--- config.mk ---
export PLATFORM = sky130hd
export DESIGN_NAME = score_list_statistics_unit
export DESIGN_NICKNAME = d
export VERILOG_FILES = /design/src/rtl/core/sls_pkg.sv /design/src/rtl/core/sls_ctrl.sv /design/src/rtl/core/sls_datapath.sv /design/src/rtl/core/score_list_statistics_unit.sv
export SDC_FILE = /design/constraint.sdc
export NUM_CORES = 2
export LEC_CHECK = 0
export ABC_AREA = 1
export BUFFER_PORTS_ARGS = -buffer_cell sky130_fd_sc_hd__buf_4
export CAP_MARGIN = 10
export CORE_MARGIN = 5
export CORE_UTILIZATION = 30
export DETAILED_ROUTE_END_ITERATION = 10
export PLACE_DENSITY = 0.43
export SYNTH_ARGS = -nofsm -noshare
export SYNTH_HDL_FRONTEND = slang
export SYNTH_SLANG_ARGS = --single-unit
--- constraint.sdc ---
create_clock -name clk -period 6.2 [get_ports clk]
set_input_delay 0.62 -clock clk [delete_from_list [all_inputs] [get_ports clk]]
set_output_delay 0.62 -clock clk [all_outputs]
set_load 0.02 [all_outputs]
--- src/rtl/core/sls_pkg.sv ---
// Package with the types, constants and state codes of the score list statistics unit.
package sls_pkg;

    // Field widths of the item and result beats.
    localparam int SCORE_W  = 16;
    localparam int COUNT_W  = 6;
    localparam int TOTAL_W  = 21;
    localparam int MEAN_W   = 24;
    localparam int MEDIAN_W = 17;

    // The mean carries this many fraction bits.
    localparam int FRAC_W   = 8;

    // The bit-serial divider works through one dividend bit per cycle.
    localparam int DIV_BITS = TOTAL_W + FRAC_W;

    // Default number of scores that the store holds.
    localparam int MAX_SCORES_DEF = 32;

    // One input beat.
    typedef struct packed {
        logic [SCORE_W-1:0] score;
        logic               end_marker;
    } sls_item_t;

    // One result beat.
    typedef struct packed {
        logic [COUNT_W-1:0]  count;
        logic [TOTAL_W-1:0]  total;
        logic [MEAN_W-1:0]   mean_q8;
        logic [MEDIAN_W-1:0] median_doubled;
        logic [SCORE_W-1:0]  minimum;
        logic [SCORE_W-1:0]  maximum;
        logic                empty_res;
    } sls_result_t;

    // Controller states.
    typedef enum logic [1:0] {
        ST_COLLECT,
        ST_PREP,
        ST_FINISH,
        ST_WAIT_OUT
    } sls_state_t;

    // Commands from the controller to the datapath.
    typedef struct packed {
        logic load;      // insert the score of the accepted beat
        logic prep;      // set up the divider and the median readout
        logic shift;     // shift the sorted row one place toward cell 0
        logic div_step;  // run one divider iteration
        logic capture;   // load the result register and start a new list
    } sls_cmd_t;

    // Status from the datapath to the controller.
    typedef struct packed {
        logic last_slot; // the next stored score fills the store
    } sls_stat_t;

endpackage

--- src/rtl/core/sls_ctrl.sv ---
// Controller state machine of the score list statistics unit.
module sls_ctrl #(
    parameter int MAX_SCORES = sls_pkg::MAX_SCORES_DEF
) (
    input  logic             clk,
    input  logic             rst_n,
    input  logic             item_valid,
    input  logic             item_end_marker,
    output logic             item_ready,
    output logic             result_valid,
    input  logic             result_ready,
    input  sls_pkg::sls_stat_t stat,
    output sls_pkg::sls_cmd_t  cmd
);
    import sls_pkg::*;

    // The finishing phase must cover the divider and the median readout.
    localparam int MED_STEPS  = MAX_SCORES / 2 + 1;
    localparam int FIN_CYCLES = (DIV_BITS > MED_STEPS) ? DIV_BITS : MED_STEPS;
    localparam int STEP_W     = $clog2(FIN_CYCLES);

    sls_state_t        state_reg, state_next;
    logic [STEP_W-1:0] step_reg, step_next;
    logic              result_valid_reg, result_valid_next;
    logic              out_free;

    assign item_ready   = (state_reg == ST_COLLECT);
    assign result_valid = result_valid_reg;
    assign out_free     = !result_valid_reg || result_ready;

    // State, step counter and result valid flag.
    always_ff @(posedge clk or negedge rst_n)
    begin
        if (!rst_n)
        begin
            state_reg        <= ST_COLLECT;
            step_reg         <= '0;
            result_valid_reg <= 1'b0;
        end
        else
        begin
            state_reg        <= state_next;
            step_reg         <= step_next;
            result_valid_reg <= result_valid_next;
        end
    end

    // Next state and datapath commands.
    always_comb
    begin
        state_next        = state_reg;
        step_next         = step_reg;
        result_valid_next = result_valid_reg;
        cmd               = '0;

        if (result_valid_reg && result_ready)
        begin
            result_valid_next = 1'b0;
        end

        unique case (state_reg)
            ST_COLLECT:
            begin
                if (item_valid)
                begin
                    cmd.load = !item_end_marker;
                    if (item_end_marker || stat.last_slot)
                    begin
                        state_next = ST_PREP;
                    end
                end
            end
            ST_PREP:
            begin
                cmd.prep   = 1'b1;
                step_next  = '0;
                state_next = ST_FINISH;
            end
            ST_FINISH:
            begin
                cmd.shift    = 1'b1;
                cmd.div_step = (32'(step_reg) < DIV_BITS);
                step_next    = step_reg + 1'b1;
                if (step_reg == STEP_W'(FIN_CYCLES - 1))
                begin
                    state_next = ST_WAIT_OUT;
                end
            end
            ST_WAIT_OUT:
            begin
                if (out_free)
                begin
                    cmd.capture       = 1'b1;
                    result_valid_next = 1'b1;
                    state_next        = ST_COLLECT;
                end
            end
            default:
            begin
                state_next = ST_COLLECT;
            end
        endcase
    end

endmodule

--- src/rtl/core/sls_datapath.sv ---
// Datapath of the score list statistics unit: sorted cell row, running values,
// bit-serial divider and result register.
module sls_datapath #(
    parameter int MAX_SCORES = sls_pkg::MAX_SCORES_DEF
) (
    input  logic                         clk,
    input  logic                         rst_n,
    input  logic [sls_pkg::SCORE_W-1:0]  item_score,
    input  sls_pkg::sls_cmd_t            cmd,
    output sls_pkg::sls_stat_t           stat,
    output sls_pkg::sls_result_t         result
);
    import sls_pkg::*;

    localparam int CNT_W = $clog2(MAX_SCORES + 1);

    // Running values of the current list.
    logic [CNT_W-1:0]   count_reg, count_next;
    logic [TOTAL_W-1:0] sum_reg, sum_next;
    logic [SCORE_W-1:0] min_reg, min_next;
    logic [SCORE_W-1:0] max_reg, max_next;

    // Sorted row of cells, ascending from cell 0; cells at or above the count are unused.
    logic [SCORE_W-1:0]    cell_reg [MAX_SCORES];
    logic [MAX_SCORES-1:0] cell_le;

    // Divider: dividend shifts out at the top while quotient bits shift in below.
    logic [DIV_BITS-1:0] div_reg;
    logic [CNT_W-1:0]    rem_reg;
    logic [CNT_W:0]      rem_sh;
    logic                rem_ge;

    // Median readout.
    logic [CNT_W-1:0]   med_left_reg;
    logic               med_done_reg;
    logic [SCORE_W-1:0] med_lo_reg, med_hi_reg;
    logic               odd_count;
    logic [MEDIAN_W-1:0] median_val;

    sls_result_t result_reg;
    logic        empty;

    assign stat.last_slot = (count_reg == CNT_W'(MAX_SCORES - 1));
    assign result         = result_reg;

    // Running count, sum, minimum and maximum; a capture starts a new list.
    always_comb
    begin
        count_next = count_reg;
        sum_next   = sum_reg;
        min_next   = min_reg;
        max_next   = max_reg;
        if (cmd.capture)
        begin
            count_next = '0;
            sum_next   = '0;
            min_next   = '1;
            max_next   = '0;
        end
        else if (cmd.load)
        begin
            count_next = count_reg + 1'b1;
            sum_next   = sum_reg + TOTAL_W'(item_score);
            if (item_score < min_reg)
            begin
                min_next = item_score;
            end
            if (item_score > max_reg)
            begin
                max_next = item_score;
            end
        end
    end

    always_ff @(posedge clk or negedge rst_n)
    begin
        if (!rst_n)
        begin
            count_reg <= '0;
            sum_reg   <= '0;
            min_reg   <= '1;
            max_reg   <= '0;
        end
        else
        begin
            count_reg <= count_next;
            sum_reg   <= sum_next;
            min_reg   <= min_next;
            max_reg   <= max_next;
        end
    end

    // Each cell keeps its value, takes the new score, or takes its lower neighbor,
    // so the row stays sorted; during finishing the row shifts toward cell 0.
    for (genvar g = 0; g < MAX_SCORES; g++)
    begin : g_cell
        logic [SCORE_W-1:0] ins_val;
        logic [SCORE_W-1:0] shift_val;

        assign cell_le[g] = (CNT_W'(g) < count_reg) && (cell_reg[g] <= item_score);

        if (g == 0)
        begin : g_first
            assign ins_val = item_score;
        end
        else
        begin : g_rest
            assign ins_val = cell_le[g-1] ? item_score : cell_reg[g-1];
        end

        if (g == MAX_SCORES - 1)
        begin : g_top
            assign shift_val = cell_reg[g];
        end
        else
        begin : g_below
            assign shift_val = cell_reg[g+1];
        end

        always_ff @(posedge clk)
        begin
            if (cmd.load)
            begin
                if (!cell_le[g])
                begin
                    cell_reg[g] <= ins_val;
                end
            end
            else if (cmd.shift)
            begin
                cell_reg[g] <= shift_val;
            end
        end
    end

    // One restoring divider iteration per step.
    assign rem_sh = {rem_reg, div_reg[DIV_BITS-1]};
    assign rem_ge = (rem_sh >= {1'b0, count_reg});

    always_ff @(posedge clk)
    begin
        if (cmd.prep)
        begin
            div_reg <= {sum_reg, {FRAC_W{1'b0}}};
            rem_reg <= '0;
        end
        else if (cmd.div_step)
        begin
            div_reg <= {div_reg[DIV_BITS-2:0], rem_ge};
            if (rem_ge)
            begin
                rem_reg <= CNT_W'(rem_sh - {1'b0, count_reg});
            end
            else
            begin
                rem_reg <= CNT_W'(rem_sh);
            end
        end
    end

    // Median readout: cell 0 shows the sorted scores in order, one per shift.
    always_ff @(posedge clk or negedge rst_n)
    begin
        if (!rst_n)
        begin
            med_left_reg <= '0;
            med_done_reg <= 1'b1;
        end
        else if (cmd.prep)
        begin
            med_left_reg <= count_reg >> 1;
            med_done_reg <= 1'b0;
        end
        else if (cmd.shift && !med_done_reg)
        begin
            if (med_left_reg == '0)
            begin
                med_done_reg <= 1'b1;
            end
            else
            begin
                med_left_reg <= med_left_reg - 1'b1;
            end
        end
    end

    always_ff @(posedge clk)
    begin
        if (cmd.shift && !med_done_reg)
        begin
            if (med_left_reg == '0)
            begin
                med_hi_reg <= cell_reg[0];
            end
            else if (med_left_reg == CNT_W'(1))
            begin
                med_lo_reg <= cell_reg[0];
            end
        end
    end

    assign odd_count  = count_reg[0];
    assign median_val = odd_count ? {med_hi_reg, 1'b0}
                                  : MEDIAN_W'(med_lo_reg) + MEDIAN_W'(med_hi_reg);
    assign empty      = (count_reg == '0);

    // Result register, loaded once per finished list.
    always_ff @(posedge clk)
    begin
        if (cmd.capture)
        begin
            result_reg.count          <= COUNT_W'(count_reg);
            result_reg.total          <= empty ? '0 : sum_reg;
            result_reg.mean_q8        <= empty ? '0 : MEAN_W'(div_reg);
            result_reg.median_doubled <= empty ? '0 : median_val;
            result_reg.minimum        <= empty ? '0 : min_reg;
            result_reg.maximum        <= empty ? '0 : max_reg;
            result_reg.empty_res      <= empty;
        end
    end

endmodule

--- src/rtl/core/score_list_statistics_unit.sv ---
// Top level of the score list statistics unit.
// The unit collects up to MAX_SCORES scores, one per cycle, keeping them in a
// sorted row of cells, and ends a list on an end-marker beat or on the beat
// that fills the store. It then gives one result beat with count, sum, mean
// (8 fraction bits, truncated), twice the median, minimum and maximum; an
// empty list gives zeros with empty_res set.
// Before the result register loads, the bit-serial divider for the mean
// resolves one of its 29 quotient bits per cycle while the sorted row shifts
// out the middle scores. During that time item_ready is low; the next list
// starts as soon as the result is loaded, and a finished list waits until
// the previous result beat is taken.
module score_list_statistics_unit #(
    parameter int MAX_SCORES = sls_pkg::MAX_SCORES_DEF
) (
    input  logic                 clk,
    input  logic                 rst_n,
    input  logic                 item_valid,
    output logic                 item_ready,
    input  sls_pkg::sls_item_t   item,
    output logic                 result_valid,
    input  logic                 result_ready,
    output sls_pkg::sls_result_t result
);
    import sls_pkg::*;

    sls_cmd_t  cmd;
    sls_stat_t stat;

    // Controller.
    sls_ctrl #(
        .MAX_SCORES(MAX_SCORES)
    ) u_ctrl (
        .clk            (clk),
        .rst_n          (rst_n),
        .item_valid     (item_valid),
        .item_end_marker(item.end_marker),
        .item_ready     (item_ready),
        .result_valid   (result_valid),
        .result_ready   (result_ready),
        .stat           (stat),
        .cmd            (cmd)
    );

    // Datapath.
    sls_datapath #(
        .MAX_SCORES(MAX_SCORES)
    ) u_datapath (
        .clk       (clk),
        .rst_n     (rst_n),
        .item_score(item.score),
        .cmd       (cmd),
        .stat      (stat),
        .result    (result)
    );

endmodule

# Word-level counts from Yosys, hierarchy flattened
# Memories as Yosys holds them, arrays and structs flattened.
# Index checks and enable logic that the tools add are counted.
# W data, S select, Z words.
# totals
register_bits	242
ram_bits	512
inputBits	21
output_inout_bits	103
n_memories	1
# mem_list
name	depth	width	read_ports	rd_ports_with_merged_regs	wr	line	text
u_datapath.cell_reg	32	16	32	0	32	sls_datapath.sv:24	logic [SCORE_W-1:0] cell_reg [MAX_SCORES];
# classes
n_addsub	6
order_cmp	68
eq_ne	11
mux	197
bitwise_logic	33
reduce_logical	57
# op_table
cell	n
$mux W16	69
$le A16 B16 Y1	32
$mux W1	110
$lt A5 B6 Y1 const A	16
$mux W29	2
$lt A4 B6 Y1 const A	8
$mux W21	2
$mux W6	6
$logic_and A1 B1 Y1	34
$or A1 B1 Y1	32
$lt A3 B6 Y1 const A	4
$add A21 B16 Y21	1
$add A16 B16 Y17	1
$mux W17	1
$gt A16 B16 Y1	1
$lt A16 B16 Y1	1
$reduce_bool A2 Y1	7
$logic_not A6 Y1	2
$lt A1 B6 Y1 const A	2
$lt A2 B6 Y1 const A	2
$mux W2	5
$pmux W5 S2	1
$reduce_and A2 Y1	5
$pmux W2 S4	1
other kinds (20)	27

# Logic depth before layout (Yosys ltp)
# depth
word_depth	6
mapped_depth	17
depth_no_buf	16

# By module
# From an unflattened synthesis, not the netlist that was laid out.
# unflattened
hier_cells	7003
hier_area_um2	53796.6
# modules_own_cells
module	n_inst	cells_per_inst	area_each_um2	seq_area_each_um2
sls_datapath	1	6937	53291.1	21952.3
sls_ctrl	1	66	505.5	200.2

# Least setup slack after synthesis
# Ideal clock, no wire load.
# synth_timing
path_type	input to register
start	in item[16] (netlist bit)
end	mem u_datapath.cell_reg[31][0] (netlist: u_datapath.cell_reg[1][240]) (enable)
arrival_time_ns	3.461
required_ns	5.806
setup_slack_ns	2.344
cell_stages	9
n_path_buf	1
cell_sequence	inv_1 clkbuf_1 ha_1 nand2_1 nor4_1 nand2_1 nand2_1 nand2_1 a21oi_1
# synth_rtl
item	line	text
start: declaration	score_list_statistics_unit.sv:19	input sls_pkg::sls_item_t item,
end: declaration	sls_datapath.sv:24	

==> results.cfg <==
[status]
status = finished, final reports clean

[route]
drc = 0
wl_per_cell_um = 20.3
viasPerCell = 4.95
drt-total-wl_um = 191000
num_vias = 46700
first_iter_violations = 3728
ant_nets = 0
dr.pass1.iters = 6

[timing]
setup_tns_ns = 0
rsz0062_at_grt = false
setup_ws_ns = 1.52
fin_crit_sh_pct = 75.4
holdWs_ns = 0.240
worst_pin_slew_ns = 1.07
period_minus_slack_ns = 4.68
hold_violations = 0
fin_worst_skew_ns = 0.0298
slew_viol_final = 0
max_freq_mhz = 214
slew-limit-headroom_pct = 28.0
setup_viol = 0

[place]
io_buffers = 123
place_inst = 9254
dpl_worst_slack_ns = 1.40
dpl.hpwl_um = 134000
placed_cell_area_sq_um = 57100
finalWeightedCongestion = 0.842

[yosys]
ys.flop_type = edfxtp_1
yosys_warnings = 0
synth_area_sq_um = 53800
synth_fa_ha_area_share_pct = 13.9
synth_top_family_by_area = simple AND/OR/NAND/NOR gates
synth.yosys.seq_area_share_pct = 41.2
synth-xor-area-share_pct = 0.195
synth_edf_count = 666
async_reset_ff_share_pct = 9.81
yosys_register_bits = 754
syn_inst = 7006
synthesis.nets = 7622
avgSynthCellArea_sq_um = 7.67
synth_mux_area_share_pct = 0
ys_types = 48
synthSimpleGateAreaFrac_pct = 30.9
synth-compound-area-share_pct = 5.29

[cts]
root_buffer = clkbuf_16
ctsHtreeMaxLevel = 3
cts_made_buffers = 97
clock_latency_ns = 0.73
cts_post_setup_buffers_inserted = 0
cts_sinks = 754
path_clk_slew_ns = 0.06
cts_tree = yes
cts_max_path_buffers = 3

[min_path]
holdPathStages = 3
hp-class = in2reg

[critical_path]
r2r_cells = 8
endpoint_kind = flip-flop
crit_arrival_ns = 5.01
worstPathRequired_ns = 6.53
critPathKind = reg2reg
startpoint_type = flip-flop
r2r_slack_ns = 1.52
cp_max_fo = 26

[finish]
largest_reg_flops = 512
final_common_cell = nand2_1
nFillCells = 19100
final_nets = 7615
drive_above_1_share_pct = 6.30
fin_cells = 9435
final_area_sq_um = 60300
layout-area-overhead-vs-synth_pct = 12.2
fin_util_pct = 33.8
layout_common_cells = nand2_1, nand3_1, inv_1

[pwr]
fin_total_pwr_mw = 33.5
leakage_nw = 29.7
ir_drop_mv = 0.343
power.density_nw_per_um2 = 555

[die]
dieArea_sq_um = 188000
die_h_um = 433
start_util_pct = 30.1
rows = 155
io_pins = 124
die_x_um = 433
core_area_sq_um = 178000

[global_routing]
grt_usage_pct = 19.9
grt.overflow.total = 0
antenna_found_initial = 1
grt_pass1_wl_um = 287000
grt_max_degree = 185
grt_pass1_vias = 44700

[job]
maxCapViolations = 0
==> cell families after synthesis <==
| group | Yosys count |
|---|---|
| buffers and inverters | 1175 |
| XOR/XNOR | 12 |
| AO/OA/AOI/OAI | 506 |
| AND/OR/NAND/NOR | 3964 |
| flip-flops | 754 |
| adder cells (fa/ha/maj) | 595 |
==> power by group <==
group	internal, mW	switching [mW]
clock network	3.39	2.51
registers	9.56	2.56
logic	4.80	10.6
==> cell type report <==
cell class	count	area, sq um	area share (%)
antenna	2	5.00	0.00830
clock buffer	111	2520	4.18
clock inverter	67	716	1.19
inverter	873	3320	5.51
multi-input combinational	5077	27100	44.9
sequential	754	22200	36.7
tap	2355	2950	4.89
timing repair buffer	196	1560	2.59
==> path summary, 6_finish.rpt <==
kind | from | to
min in group asynchronous | rst_n | u_datapath.max_reg[6]
min reg2reg | u_datapath.med_left_reg[5] | u_datapath.med_left_reg[5]
max | u_datapath.count_reg[0] | u_datapath.cell_reg[0][142]
max reg2reg | u_datapath.count_reg[0] | u_datapath.cell_reg[0][142]
min | item[11] | u_datapath.max_reg[10]
max in group asynchronous | rst_n | u_datapath.med_left_reg[5]
==> synth_stat cells (2+ instances only) <==
| cell type | instances | area, sq um |
|---|---|---|
| dfrtp_1 | 57 | 1430 |
| nand2_4 | 2 | 22.5 |
| dfxtp_1 | 14 | 280 |
| inv_1 | 853 | 3200 |
| a31oi_1 | 8 | 50.1 |
| nor3_4 | 2 | 32.5 |
| buf_6 | 6 | 67.6 |
| ha_1 | 592 | 7410 |
| o22ai_1 | 17 | 106 |
| edfxtp_1 | 666 | 20000 |
| buf_2 | 60 | 300 |
| a21oi_2 | 4 | 35.0 |
| nor3_1 | 40 | 200 |
| a31oi_4 | 2 | 42.5 |
| a21o_1 | 38 | 285 |
| nand4_1 | 61 | 382 |
| a22o_1 | 5 | 43.8 |
| nand3_1 | 1126 | 5640 |
| o21bai_1 | 7 | 52.6 |
| o21ai_2 | 5 | 43.8 |
| a211oi_1 | 3 | 22.5 |
| o211ai_1 | 6 | 45.0 |
| fa_1 | 3 | 60.1 |
| a21oi_4 | 2 | 32.5 |
| buf_4 | 9 | 67.6 |
| o21ai_0 | 138 | 691 |
| buf_1 | 6 | 22.5 |
| dfstp_2 | 17 | 447 |
| xor2_1 | 8 | 70.1 |
| a21oi_1 | 260 | 1300 |
| nand3b_1 | 3 | 22.5 |
| or2_2 | 5 | 31.3 |
| xnor2_1 | 4 | 35.0 |
| o21a_1 | 4 | 30.0 |
| nor4_1 | 3 | 18.8 |
| clkinv_1 | 2 | 7.51 |
| nor2_1 | 226 | 848 |
| inv_2 | 18 | 67.6 |
| nor2_4 | 3 | 33.8 |
| nand2_1 | 2475 | 9290 |
| nand2_2 | 17 | 106 |
| clkbuf_1 | 221 | 830 |
| o31ai_1 | 3 | 22.5 |
==> metal layers <==
layer | routed length, um | part of all wire, % | up-vias | GRT usage (%)
met5 | 0 | 0 | - | 0
met4 | 4590 | 2.4 | 0 | 5.32
met3 | 8760 | 4.6 | 217 | 2.03
met2 | 84300 | 44 | 1081 | 31.4
met1 | 93600 | 49 | 22200 | 29.1
li1 | - | - | 23200 | -
==> worst max-delay path: stages (launching register included) <==
cell,delay [ns]
dfrtp_1,0.57
inv_1,0.64
ha_1,0.71
nand2_1,0.22
o31ai_1,0.81
inv_2,0.31
nand2_2,0.33
nand2_1,0.10
nand2_1,0.55
==> what timing repair did <==
item,CTS,global route
gates resized for setup,0,0
hold endpoints to repair,9,0
hold buffers,1,0
(Power assumes the default switching activity.)
